[src/rtl/rlhe_pkg.sv]
// ----------------------------------------------------------------------------
// rlhe_pkg
// Shared types, constants and the code table of the run-level VLC encoder.
// ----------------------------------------------------------------------------
package rlhe_pkg;

    localparam int BLOCK_COEFS_DEF = 64;

    // field widths
    localparam int RUN_W   = 7;
    localparam int LEVEL_W = 16;
    localparam int BITS_W  = 16;
    localparam int LEN_W   = 5;
    localparam int SUM_W   = 8;    // position + run + 1 never wraps here

    // fixed codewords, already shifted left by one
    localparam logic [6:0] EOS_CHUNK     = 7'h74;
    localparam logic [2:0] EOS_CHUNK_LEN = 3'd7;
    localparam logic [6:0] ESC_CODE      = 7'h60;
    localparam logic [4:0] ESC_LEN       = 5'd7;
    localparam logic [5:0] RUN_SAT       = 6'd63;

    // escape chunk order
    localparam logic [2:0] CH_SIGN = 3'd0;
    localparam logic [2:0] CH_ESC  = 3'd1;
    localparam logic [2:0] CH_RUN  = 3'd2;
    localparam logic [2:0] CH_MAG  = 3'd3;
    localparam logic [2:0] CH_LAST = 3'd4;

    typedef struct packed {
        logic       hit;
        logic [5:0] code;
        logic [2:0] len;
    } t_lookup;

    // one encoded word waiting to be split into chunks
    typedef struct packed {
        logic         esc;
        logic [6:0]   sbits;    // single chunk value
        logic [2:0]   slen;     // single chunk length
        logic         sign;
        logic [5:0]   run;
        logic [15:0]  mag;
        logic         last;
        logic         done;
    } t_item;

    function automatic t_lookup code_lookup(input logic [6:0] run,
                                            input logic [15:0] mag,
                                            input logic last);
        t_lookup r;
        r = '{hit: 1'b1, code: 6'h00, len: 3'd0};
        if      (run == 7'd0 && mag == 16'd1 && !last) begin r.code = 6'h01; r.len = 3'd2; end
        else if (run == 7'd1 && mag == 16'd1 && !last) begin r.code = 6'h03; r.len = 3'd3; end
        else if (run == 7'd2 && mag == 16'd1 && !last) begin r.code = 6'h07; r.len = 3'd4; end
        else if (run == 7'd0 && mag == 16'd2 && !last) begin r.code = 6'h0f; r.len = 3'd4; end
        else if (run == 7'd0 && mag == 16'd1 &&  last) begin r.code = 6'h0e; r.len = 3'd4; end
        else if (run == 7'd3 && mag == 16'd1 && !last) begin r.code = 6'h16; r.len = 3'd5; end
        else if (run == 7'd4 && mag == 16'd1 && !last) begin r.code = 6'h06; r.len = 3'd5; end
        else if (run == 7'd5 && mag == 16'd1 && !last) begin r.code = 6'h1a; r.len = 3'd5; end
        else if (run == 7'd0 && mag == 16'd3 && !last) begin r.code = 6'h2a; r.len = 3'd6; end
        else r.hit = 1'b0;
        return r;
    endfunction

endpackage

[src/rtl/rlhe_enc.sv]
// ----------------------------------------------------------------------------
// rlhe_enc
// Table match, escape fields and block position update for one word.
// ----------------------------------------------------------------------------
module rlhe_enc #(
    parameter int BLOCK_COEFS = rlhe_pkg::BLOCK_COEFS_DEF,
    localparam int POS_W      = $clog2(BLOCK_COEFS)
) (
    input  logic                  i_req_type,
    input  logic [6:0]            i_run_length,
    input  logic signed [15:0]    i_level_value,
    input  logic                  i_last_flag,
    input  logic [POS_W-1:0]      i_pos,
    output rlhe_pkg::t_item       o_item,
    output logic [POS_W-1:0]      o_pos_next
);

    localparam int SW = rlhe_pkg::SUM_W;

    logic            sign;
    logic [15:0]     mag;
    logic [SW-1:0]   sum;
    logic            done;
    rlhe_pkg::t_lookup lk;

    assign sign = i_level_value[15];
    assign mag  = sign ? (16'd0 - i_level_value) : i_level_value;
    assign lk   = rlhe_pkg::code_lookup(i_run_length, mag, i_last_flag);

    assign sum  = {{(SW-POS_W){1'b0}}, i_pos} + {1'b0, i_run_length} + SW'(1);
    assign done = i_last_flag || (sum >= SW'(BLOCK_COEFS));

    // end-of-stream leaves the position alone
    assign o_pos_next = i_req_type ? i_pos : (done ? '0 : sum[POS_W-1:0]);

    always_comb begin
        o_item       = '0;
        o_item.sign  = sign;
        o_item.mag   = mag;
        o_item.last  = i_last_flag;
        o_item.run   = (i_run_length >= {1'b0, rlhe_pkg::RUN_SAT}) ?
                       rlhe_pkg::RUN_SAT : i_run_length[5:0];
        if (i_req_type) begin
            o_item.sbits = rlhe_pkg::EOS_CHUNK;
            o_item.slen  = rlhe_pkg::EOS_CHUNK_LEN;
            o_item.done  = 1'b0;
        end else begin
            o_item.esc   = !lk.hit;
            o_item.sbits = {lk.code, sign};
            o_item.slen  = lk.len + 3'd1;
            o_item.done  = done;
        end
    end

endmodule

[src/rtl/rlhe_out.sv]
// ----------------------------------------------------------------------------
// rlhe_out
// Result register: holds one encoded word and hands out its chunks.
// ----------------------------------------------------------------------------
module rlhe_out (
    input  logic             i_clk,
    input  logic             i_rst_n,
    input  logic             i_load,
    input  rlhe_pkg::t_item  i_item,
    output logic             o_take,
    output logic             o_valid,
    input  logic             i_ready,
    output logic [15:0]      o_chunk_bits,
    output logic [4:0]       o_chunk_len,
    output logic             o_last_chunk,
    output logic             o_block_done
);

    logic            r_valid, n_valid;
    logic [2:0]      r_idx, n_idx;
    rlhe_pkg::t_item r_item;
    logic            fin;

    assign fin     = !r_item.esc || (r_idx == rlhe_pkg::CH_LAST);
    assign o_take  = !r_valid || (i_ready && fin);
    assign o_valid = r_valid;

    always_comb begin
        n_valid = r_valid;
        n_idx   = r_idx;
        if (o_take) begin
            n_valid = i_load;
            n_idx   = rlhe_pkg::CH_SIGN;
        end else if (i_ready) begin
            n_idx = r_idx + 3'd1;
        end
    end

    always_ff @(posedge i_clk) begin
        if (!i_rst_n) begin
            r_valid <= 1'b0;
            r_idx   <= rlhe_pkg::CH_SIGN;
        end else begin
            r_valid <= n_valid;
            r_idx   <= n_idx;
        end
    end

    always_ff @(posedge i_clk) begin
        if (o_take && i_load) begin
            r_item <= i_item;
        end
    end

    // chunk select
    always_comb begin
        o_chunk_bits = '0;
        o_chunk_len  = '0;
        o_last_chunk = 1'b0;
        o_block_done = 1'b0;
        if (!r_item.esc) begin
            o_chunk_bits = {9'd0, r_item.sbits};
            o_chunk_len  = {2'd0, r_item.slen};
            o_last_chunk = 1'b1;
            o_block_done = r_item.done;
        end else begin
            case (r_idx)
                rlhe_pkg::CH_SIGN: begin
                    o_chunk_bits = {15'd0, r_item.sign};
                    o_chunk_len  = 5'd1;
                end
                rlhe_pkg::CH_ESC: begin
                    o_chunk_bits = {9'd0, rlhe_pkg::ESC_CODE};
                    o_chunk_len  = rlhe_pkg::ESC_LEN;
                end
                rlhe_pkg::CH_RUN: begin
                    o_chunk_bits = {10'd0, r_item.run};
                    o_chunk_len  = 5'd6;
                end
                rlhe_pkg::CH_MAG: begin
                    o_chunk_bits = r_item.mag;
                    o_chunk_len  = 5'd16;
                end
                rlhe_pkg::CH_LAST: begin
                    o_chunk_bits = {15'd0, r_item.last};
                    o_chunk_len  = 5'd1;
                    o_last_chunk = 1'b1;
                    o_block_done = r_item.done;
                end
                default: begin
                    o_chunk_bits = '0;
                    o_chunk_len  = '0;
                end
            endcase
        end
    end

`ifndef SYNTHESIS
    a_idx_range: assert property (@(posedge i_clk) disable iff (!i_rst_n)
        r_idx <= rlhe_pkg::CH_LAST)
        else $error("chunk index past last escape chunk");

    a_idx_esc_only: assert property (@(posedge i_clk) disable iff (!i_rst_n)
        (r_valid && r_idx != rlhe_pkg::CH_SIGN) |-> r_item.esc)
        else $error("chunk index moved on a single-chunk word");

    a_idx_step: assert property (@(posedge i_clk) disable iff (!i_rst_n)
        (r_valid && i_ready && !fin) |=> (r_idx == $past(r_idx) + 3'd1))
        else $error("escape chunk skipped or repeated");
`endif

endmodule

[src/rtl/run_level_huffman_encoder_unit.sv]
// ----------------------------------------------------------------------------
// run_level_huffman_encoder_unit
// Run-level VLC encoder with escape: maps (run, level, last) tuples and
// end-of-stream requests to variable length chunks, LSB first downstream.
// ----------------------------------------------------------------------------
//
//   channel  dir  handshake            payload
//   -------  ---  -------------------  ------------------------------------
//   request  in   i_valid / o_ready    i_req_type i_run_length
//                                      i_level_value i_last_flag
//   chunk    out  o_valid / i_ready    o_chunk_bits o_chunk_len
//                                      o_last_chunk o_block_done
//
// one word accepted per cycle when results drain freely; table hits and
// end-of-stream give one chunk, escapes five, one chunk per cycle from the
// result register while i_ready is high, so an escape holds the input until its last chunk is taken
// a request passes the input register and then the result register before its first chunk is valid
// synchronous active-low reset clears valids, chunk index and block position
// a stall on the chunk side backs up into the input register and then o_ready
//
module run_level_huffman_encoder_unit #(
    parameter int BLOCK_COEFS = rlhe_pkg::BLOCK_COEFS_DEF
) (
    input  logic               i_clk,
    input  logic               i_rst_n,
    // request words
    input  logic               i_valid,
    output logic               o_ready,
    input  logic               i_req_type,
    input  logic [6:0]         i_run_length,
    input  logic signed [15:0] i_level_value,
    input  logic               i_last_flag,
    // chunk words
    output logic               o_valid,
    input  logic               i_ready,
    output logic [15:0]        o_chunk_bits,
    output logic [4:0]         o_chunk_len,
    output logic               o_last_chunk,
    output logic               o_block_done
);

    localparam int POS_W = $clog2(BLOCK_COEFS);

    // input register
    logic                r_in_valid, n_in_valid;
    logic                r_req;
    logic [6:0]          r_run;
    logic signed [15:0]  r_level;
    logic                r_last;

    // block position inside the current coefficient block
    logic [POS_W-1:0]    r_pos, n_pos;
    logic [POS_W-1:0]    pos_next;

    rlhe_pkg::t_item     item;
    logic                take;
    logic                advance;
    logic                in_acc;

    assign advance = r_in_valid && take;
    assign o_ready = !r_in_valid || take;
    assign in_acc  = i_valid && o_ready;

    always_comb begin
        n_in_valid = r_in_valid;
        n_pos      = r_pos;
        if (o_ready) begin
            n_in_valid = i_valid;
        end
        if (advance) begin
            n_pos = pos_next;
        end
    end

    always_ff @(posedge i_clk) begin
        if (!i_rst_n) begin
            r_in_valid <= 1'b0;
            r_pos      <= '0;
        end else begin
            r_in_valid <= n_in_valid;
            r_pos      <= n_pos;
        end
    end

    // payload holds without reset
    always_ff @(posedge i_clk) begin
        if (in_acc) begin
            r_req   <= i_req_type;
            r_run   <= i_run_length;
            r_level <= i_level_value;
            r_last  <= i_last_flag;
        end
    end

    // table match and position update
    rlhe_enc #(
        .BLOCK_COEFS (BLOCK_COEFS)
    ) u_enc (
        .i_req_type    (r_req),
        .i_run_length  (r_run),
        .i_level_value (r_level),
        .i_last_flag   (r_last),
        .i_pos         (r_pos),
        .o_item        (item),
        .o_pos_next    (pos_next)
    );

    // result register and chunk sequencing
    rlhe_out u_out (
        .i_clk        (i_clk),
        .i_rst_n      (i_rst_n),
        .i_load       (r_in_valid),
        .i_item       (item),
        .o_take       (take),
        .o_valid      (o_valid),
        .i_ready      (i_ready),
        .o_chunk_bits (o_chunk_bits),
        .o_chunk_len  (o_chunk_len),
        .o_last_chunk (o_last_chunk),
        .o_block_done (o_block_done)
    );

`ifndef SYNTHESIS
    a_pos_range: assert property (@(posedge i_clk) disable iff (!i_rst_n)
        r_pos < POS_W'(BLOCK_COEFS - 1) || r_pos == POS_W'(BLOCK_COEFS - 1))
        else $error("block position out of range");

    a_done_on_last: assert property (@(posedge i_clk) disable iff (!i_rst_n)
        (o_valid && o_block_done) |-> o_last_chunk)
        else $error("block done on a non-final chunk");

    a_eos_keeps_pos: assert property (@(posedge i_clk) disable iff (!i_rst_n)
        (advance && r_req) |=> (r_pos == $past(r_pos)))
        else $error("end-of-stream moved the block position");
`endif

endmodule

[config.mk]
export PLATFORM = sky130hd
export DESIGN_NAME = run_level_huffman_encoder_unit
export DESIGN_NICKNAME = d
export VERILOG_FILES = /design/src/rtl/rlhe_pkg.sv /design/src/rtl/rlhe_enc.sv /design/src/rtl/rlhe_out.sv /design/src/rtl/run_level_huffman_encoder_unit.sv
export SDC_FILE = /design/constraint.sdc
export NUM_CORES = 1
export LEC_CHECK = 0
export ABC_AREA = 1
export BUFFER_PORTS_ARGS = -buffer_cell sky130_fd_sc_hd__buf_2
export CAP_MARGIN = 20
export CORE_MARGIN = 2
export CORE_UTILIZATION = 40
export CTS_BUF_LIST = sky130_fd_sc_hd__clkbuf_8
export DETAILED_ROUTE_END_ITERATION = 8
export RECOVER_POWER = 50
export SLEW_MARGIN = 40
export SYNTH_ARGS = -nofsm -noshare
export SYNTH_HDL_FRONTEND = slang
export SYNTH_SLANG_ARGS = --single-unit
[constraint.sdc]
create_clock -name i_clk -period 3.05 [get_ports i_clk]
set_clock_uncertainty 0.2 [all_clocks]
set_input_delay 0.61 -clock i_clk [delete_from_list [all_inputs] [get_ports i_clk]]
set_output_delay 0.61 -clock i_clk [all_outputs]
set_load 0.02 [all_outputs]
==> results of run 1 <==
-- sequential cells by signal, summed over array words and instances (netlist names) --
signal and cells:
r_in_valid 1, r_req 1, r_pos 6, r_level 16, r_last 1, u_out.o_valid 1, r_run 7, u_out.r_item 36
u_out.r_idx 3
-- timing repair --
item	CTS	global route
gates resized for setup	0	16
setup buffers	0	14
setup endpoints to repair	0	2
-- power by group --
part	switching [W]	internal [W]
Clock	0.000367	0.000545
Sequential	0.0000369	0.00113
Combinational	0.000159	0.0000956
Total	0.000563	0.00177
-- Yosys cell counts (3+ instances only) --
master / instances
sky130_fd_sc_hd__nand3_1: 24
sky130_fd_sc_hd__nor2_2: 3
sky130_fd_sc_hd__nor2_1: 47
sky130_fd_sc_hd__xor2_1: 5
sky130_fd_sc_hd__nand2_2: 4
sky130_fd_sc_hd__inv_1: 56
sky130_fd_sc_hd__edfxtp_1: 61
sky130_fd_sc_hd__a221oi_1: 3
sky130_fd_sc_hd__nor3_1: 3
sky130_fd_sc_hd__or2_2: 3
sky130_fd_sc_hd__nand2_1: 107
sky130_fd_sc_hd__o21ai_0: 13
sky130_fd_sc_hd__ha_1: 13
sky130_fd_sc_hd__clkbuf_1: 3
sky130_fd_sc_hd__a21oi_1: 14
sky130_fd_sc_hd__nand4_1: 5
sky130_fd_sc_hd__a22o_1: 4
sky130_fd_sc_hd__a31oi_1: 5
sky130_fd_sc_hd__nand3_2: 3
sky130_fd_sc_hd__nor2_4: 3
sky130_fd_sc_hd__dfxtp_1: 11
-- routing by layer --
layer | vias up | share of wire [%] | global-route usage [%]
met3 | 11 | 4.5 | 4.279
li1 | 1528 | - | -
met5 | - | 0 | 0
met1 | 1308 | 49 | 22.73
met4 | 0 | 1.4 | 5.509
met2 | 63 | 45 | 24.91
-- critical path, cell delays in order, from the launching register on --
cell	delay, ns
sky130_fd_sc_hd__edfxtp_1	0.42
sky130_fd_sc_hd__inv_2	0.10
sky130_fd_sc_hd__ha_4	0.14
sky130_fd_sc_hd__inv_2	0.05
sky130_fd_sc_hd__nor2_4	0.10
sky130_fd_sc_hd__nand3_2	0.12
sky130_fd_sc_hd__nand2_4	0.12
sky130_fd_sc_hd__nand3_2	0.06
sky130_fd_sc_hd__nand2_1	0.08
sky130_fd_sc_hd__nand2_2	0.06
sky130_fd_sc_hd__nor2_2	0.11
sky130_fd_sc_hd__nand2_2	0.07
sky130_fd_sc_hd__nor2_4	0.17
sky130_fd_sc_hd__nand2_4	0.09
sky130_fd_sc_hd__nor3_4	0.21
sky130_fd_sc_hd__nor2_2	0.09
sky130_fd_sc_hd__nand2_1	0.07
sky130_fd_sc_hd__ha_1	0.23
sky130_fd_sc_hd__or2_4	0.22
-- kinds of logic after synthesis --
logic type	share of synthesized area (%)
other cells	0.09901
simple gates	24.91
buf+inv	6.673
fa+ha+maj	4.823
xor+xnor	1.619
flops	54.18
compound gates	7.697
-- layout make-up --
class	instances	share of cell area (%)
Multi-Input combinational cell	280	33.61
Tap cell	111	3.028
Inverter	58	4.746
Clock inverter	7	2.591
Sequential cell	72	44.74
Clock buffer	9	2.700
Timing Repair Buffer	70	8.592
-- worst paths after layout --
check                        from          endpoint  slack (ns)  cells past startpoint
setup / recovery       r_level[0]  u_out.r_item[26]        0.09                     18
hold / removal    i_run_length[2]          r_run[2]        0.23                      1
setup reg to reg       r_level[0]  u_out.r_item[26]        0.09                     18
hold reg to reg     u_out.o_valid     u_out.o_valid        0.29                      2
-- through the flow --
stage	area, um2	util [%]	hold WS (ns)
after floorplan	3790	-	0.2513
after global placement	4184	45.50	0.2633
after detailed placement	4189	45.55	0.2766
after CTS	4432	48.19	0.2200
after global routing	4587	49.88	0.2116
final	4587	49.88	0.2295
==> results.rst, run 1 <==
.. list-table::
   :header-rows: 1

   * - Metric
     - Value
   * - Clock latency reported for the late side of the worst-skew pair
     - 0.35 ns
   * - Placeable core area
     - 9196 um2
   * - Via total after detailed routing
     - 2910
   * - Area of combinational cells with multiple inputs
     - 1541 um2
   * - Post-route antenna net violation count
     - 0
   * - Leakage dissipation
     - 2.109 nW
   * - Element type at the critical path end
     - flop
   * - Number of synthesized flops with an enable pin
     - 61
   * - Total I/O pin count
     - 54
   * - Setup TNS
     - 0 ns
   * - Post-route fraction of the period consumed by the critical path
     - 97.14%
   * - Biggest area contributors in the synthesized netlist
     - sky130_fd_sc_hd__edfxtp_1, sky130_fd_sc_hd__nand2_1, sky130_fd_sc_hd__dfxtp_1
   * - Summed instance area of the synthesized netlist
     - 3787 um2
   * - Maximum clock frequency
     - 0.3375 GHz
   * - Maximum capacitance violations
     - 0
   * - Ys flop type
     - sky130_fd_sc_hd__edfxtp_1
   * - Weighted congestion at the end of routability-driven global placement
     - 0.8938
   * - Via/cell ratio
     - 4.794
   * - ANT cells
     - 0
   * - Effective utilization at floorplan
     - 41.18%
   * - Most frequent cells in the layout
     - sky130_fd_sc_hd__nand2_1, sky130_fd_sc_hd__edfxtp_1, sky130_fd_sc_hd__inv_1, sky130_fd_sc_hd__buf_2, sky130_fd_sc_hd__nor2_1
   * - Number of buffers added by the clock tree synthesis step
     - 9
   * - Final setup violation count
     - 0
   * - Post-synth top area cell
     - sky130_fd_sc_hd__edfxtp_1
   * - Final Hold Violating Endpoints
     - 0
   * - H-tree level count
     - 3
   * - Flip-flop and latch count after synthesis
     - 72
   * - Number of DRC markers after the initial detailed-route iteration
     - 175
   * - Grt total ovfl
     - 0
   * - Design Power
     - 0.002336 W
   * - Worst Max-Slew Pin Slew
     - 0.5668 ns
   * - Data arrival time of the critical path
     - 2.87 ns
   * - Half-perimeter wire length after placement
     - 5.891 mm
   * - Power per standard cell area
     - 509.2 nW/um2
   * - Via count of the first global-routing pass
     - 2738
   * - Remaining design rule violation count
     - 0
   * - Warnings, synthesis
     - 0
   * - Cell count after synthesis
     - 416
   * - Maximum clock insertion buffer count
     - 2
   * - Worst slack after detailed placement
     - 0.04459 ns
   * - Startpoint types
     - flop
   * - Largest net degree at the start of global routing
     - 37
   * - Setup repair after global routing missed its margin
     - yes
   * - Top fanout value on the critical path
     - 6
   * - Average routed wire per standard cell
     - 13.02 um
   * - Post-synthesis async set-or-reset flop share
     - 0%
   * - Proportion of synthesized chip area in sequential cells
     - 54.18%
   * - DIE HEIGHT
     - 101.3 um
   * - Width of the die
     - 101.3 um
   * - Routed WL
     - 7.905 mm
   * - Clock tree from TritonCTS
     - yes
   * - Leading cell type in the layout, fill and taps excluded
     - sky130_fd_sc_hd__nand2_1
   * - Row cnt
     - 35
   * - FF+latch area
     - 2052 um2
   * - Required arrival time at the worst endpoint
     - 2.96 ns
   * - Number of nets in the finished design
     - 534
   * - Post-layout instance count excluding filler cells
     - 607
   * - Worst vdd rail ir drop
     - 0.2554 mV
   * - Number of buffer cells added on primary ports
     - 52
   * - Antenna violations before repair
     - 0
   * - Min-Delay Path Class
     - in -> reg
   * - Final critical delay including setup and external delays
     - 2.963 ns
   * - Global-route wire length before repair
     - 12.95 mm
   * - Area enclosed by the die boundary
     - 10260 um2
   * - Area delta synth->final
     - 21.11%
   * - Fillers
     - 897
   * - Min setup slack post-route
     - 0.08731 ns
   * - Mapped Avg Cell Area
     - 9.104 um2
   * - Net count after synthesis
     - 459
   * - Global Route Usage Sum
     - 16.33%
   * - First-pass iteration count of the detailed router
     - 4
   * - Dpl cells
     - 577
   * - Run status
     - complete, no violations
   * - Max transition margin
     - 62.01%
   * - # hold bufs at CTS
     - 0
   * - Category of the critical setup timing path
     - reg -> reg
   * - Share of the synthesized area in the top cell type
     - 48.36%
   * - Synth unique cells
     - 43
   * - TritonCTS sink count
     - 72
   * - Root Driver
     - sky130_fd_sc_hd__clkbuf_8
   * - Clock transition at the registers of the reported paths
     - 0.08 ns
   * - Number of max-slew violations in the final report
     - 0
   * - Share of cells above drive strength 1
     - 23.99%
Power figures use the tool's default switching activity.
==> inputs of run 2 (changes only) <==
GPL_TIMING_DRIVEN = 0   (was not set)
==> results.rst, run 2 (synthesis gave the netlist of run 1 again) <==
.. list-table::
   :header-rows: 1

   * - Metric
     - Value
   * - Run status
     - complete, no violations
   * - Clock latency reported for the late side of the worst-skew pair
     - 0.34 ns (about the same)
   * - Effective utilization at floorplan
     - 41.18% (unchanged)
   * - Worst slack after detailed placement
     - -0.1166 ns (-0.1612 ns)
   * - Width of the die
     - 101.3 um (unchanged)
   * - Startpoint types
     - flop
   * - Required arrival time at the worst endpoint
     - 2.95 ns (about the same)
   * - Top fanout value on the critical path
     - 6 (unchanged)
   * - Total I/O pin count
     - 54 (unchanged)
   * - Leading cell type in the layout, fill and taps excluded
     - sky130_fd_sc_hd__nand2_1
   * - Number of DRC markers after the initial detailed-route iteration
     - 91 (-48%)
   * - Min setup slack post-route
     - 0.1177 ns (+0.03039 ns)
   * - Largest net degree at the start of global routing
     - 26 (-30%)
   * - Routed WL
     - 7.790 mm (-1.5%)
   * - First-pass iteration count of the detailed router
     - 4 (unchanged)
   * - Maximum clock frequency
     - 0.3410 GHz (+1.0%)
   * - DIE HEIGHT
     - 101.3 um (unchanged)
   * - Clock tree from TritonCTS
     - yes
   * - Leakage dissipation
     - 2.092 nW (-0.80%)
   * - Global-route wire length before repair
     - 12.65 mm (-2.3%)
   * - Placeable core area
     - 9196 um2 (unchanged)
   * - Clock transition at the registers of the reported paths
     - 0.08 ns (about the same)
   * - Number of buffers added by the clock tree synthesis step
     - 9 (unchanged)
   * - Flip-flop count of the largest register, all copies and words added
     - 36 (unchanged)
   * - Setup repair after global routing missed its margin
     - yes
   * - Average routed wire per standard cell
     - 12.90 um (-0.97%)
   * - Area delta synth->final
     - 21.11% (unchanged)
   * - Worst vdd rail ir drop
     - 0.2130 mV (-17%)
   * - Post-route fraction of the period consumed by the critical path
     - 96.14% (-1.0 points)
   * - TritonCTS sink count
     - 72 (unchanged)
   * - Final critical delay including setup and external delays
     - 2.932 ns (-0.03039 ns)
   * - Final Hold Violating Endpoints
     - 0 (unchanged)
   * - Registers with the most flip-flops
     - u_out.r_item (36), r_level (16), r_run (7)
   * - Final core utilization
     - 49.88% (unchanged)
   * - Worst Max-Slew Pin Slew
     - 0.5281 ns (-0.03867 ns)
   * - Max transition margin
     - 64.74% (+2.7 points)
   * - Row cnt
     - 35 (unchanged)
   * - Weighted congestion at the end of routability-driven global placement
     - 0.8474 (-5.2%)
   * - Element type at the critical path end
     - flop
   * - Maximum capacitance violations
     - 0 (unchanged)
   * - Number of buffer cells added on primary ports
     - 52 (unchanged)
   * - Final setup violation count
     - 0 (unchanged)
   * - Share of cells above drive strength 1
     - 23.53% (-0.46 points)
   * - Min-Delay Path Class
     - in -> reg
   * - Via count of the first global-routing pass
     - 2686 (-1.9%)
   * - Number of max-slew violations in the final report
     - 0 (unchanged)
   * - # hold bufs at CTS
     - 0 (unchanged)
   * - Design Power
     - 0.002358 W (+0.96%)
   * - Via/cell ratio
     - 4.805 (+0.22%)
   * - Post-route antenna net violation count
     - 0 (unchanged)
   * - Half-perimeter wire length after placement
     - 5.905 mm (+0.24%)
   * - Number of nets in the finished design
     - 531 (-0.56%)
   * - Via total after detailed routing
     - 2902 (-0.27%)
   * - Most frequent cells in the layout
     - sky130_fd_sc_hd__nand2_1, sky130_fd_sc_hd__edfxtp_1, sky130_fd_sc_hd__buf_2, sky130_fd_sc_hd__inv_1, sky130_fd_sc_hd__nor2_1
   * - ANT cells
     - 0 (unchanged)
   * - Maximum clock insertion buffer count
     - 2 (unchanged)
   * - Area enclosed by the die boundary
     - 10260 um2 (unchanged)
   * - Category of the critical setup timing path
     - reg -> reg
   * - Setup slack of the worst register-to-register path
     - 0.12 ns (+0.03 ns)
   * - Grt total ovfl
     - 0 (unchanged)
   * - Top reg by flops
     - u_out.r_item
   * - H-tree level count
     - 3 (unchanged)
   * - Global Route Usage Sum
     - 16.04% (-0.29 points)
   * - Power per standard cell area
     - 514.1 nW/um2 (+0.96%)
   * - Antenna violations before repair
     - 0 (unchanged)
   * - Remaining design rule violation count
     - 0 (unchanged)
   * - Root Driver
     - sky130_fd_sc_hd__clkbuf_8
   * - Data arrival time of the critical path
     - 2.83 ns (-0.04 ns)
-- run 2: cell count changes in the layout (fill, tap and decap cells not counted), sizes merged --
cell,delta
clkinv,-2
clkbuf,+4
buf,-5
clkinvlp,+1
inv,-1
-- run 2: where the power goes --
group,total [W],internal [W],leakage (nW),switching [W]
clock,0.000934,0.000587,0.126,0.000348
sequential,0.00117,0.00113,0.666,0.0000353
combinational,0.000256,0.0000945,1.30,0.000161
-- run 2: worst max-delay path, cell delays in order, from the launching register on --
cell and delay (ns):
sky130_fd_sc_hd__edfxtp_1 0.41, sky130_fd_sc_hd__inv_2 0.10, sky130_fd_sc_hd__ha_4 0.14, sky130_fd_sc_hd__inv_2 0.04, sky130_fd_sc_hd__nor2_4 0.10, sky130_fd_sc_hd__nand3_2 0.10, sky130_fd_sc_hd__nand2_4 0.11, sky130_fd_sc_hd__nand3_1 0.08
sky130_fd_sc_hd__nand2_1 0.07, sky130_fd_sc_hd__nand2_1 0.07, sky130_fd_sc_hd__nor2_2 0.09, sky130_fd_sc_hd__nand2_2 0.07, sky130_fd_sc_hd__nor2_4 0.17, sky130_fd_sc_hd__nand2_4 0.09, sky130_fd_sc_hd__nor3_4 0.20, sky130_fd_sc_hd__nor2_2 0.08
sky130_fd_sc_hd__nand2_1 0.08, sky130_fd_sc_hd__ha_1 0.22, sky130_fd_sc_hd__or2_2 0.27
-- run 2: worst paths after layout --
kind	depth (start not counted)	end	start
min	1	r_level[7]	i_level_value[7]
max reg2reg	18	u_out.r_item[26]	r_level[0]
max	18	u_out.r_item[26]	r_level[0]
min reg2reg	2	u_out.r_idx[2]	u_out.r_idx[2]
-- run 2: metrics by stage --
step | setup TNS [ns] | area, um2 | std cells | hold WS [ns]
floorplan | 0 | 3790 | 416 | 0.2513
global placement | -0.1362 | 4189 | 579 | 0.2650
detailed placement | -0.1166 | 4222 | 580 | 0.2744
CTS | 0 | 4483 | 597 | 0.2215
global route | -0.05939 | 4587 | 604 | 0.2186
finish | 0 | 4587 | 604 | 0.2423
-- run 2: cell type report --
class / count / area [um2]
plain buffers: 6 / 35.03
clock buffers: 11 / 151.4
clock inverters: 5 / 102.6
fillers: 882 / 4609
inverters: 58 / 217.7
multi-input cells: 280 / 1541
flip-flops and latches: 72 / 2052
well taps: 111 / 138.9
repair buffers: 61 / 347.8
-- run 2: timing repair --
item,CTS,global route
pin swaps,1,10
setup endpoints to repair,1,3
buffers inserted,1,7
resized for setup,1,16
-- run 2: layer usage --
layer	GRT usage, %	part of all wire [%]
met1	22.77	50
met2	23.89	45
met3	3.451	3.5
met4	6.653	1.3
met5	0	0
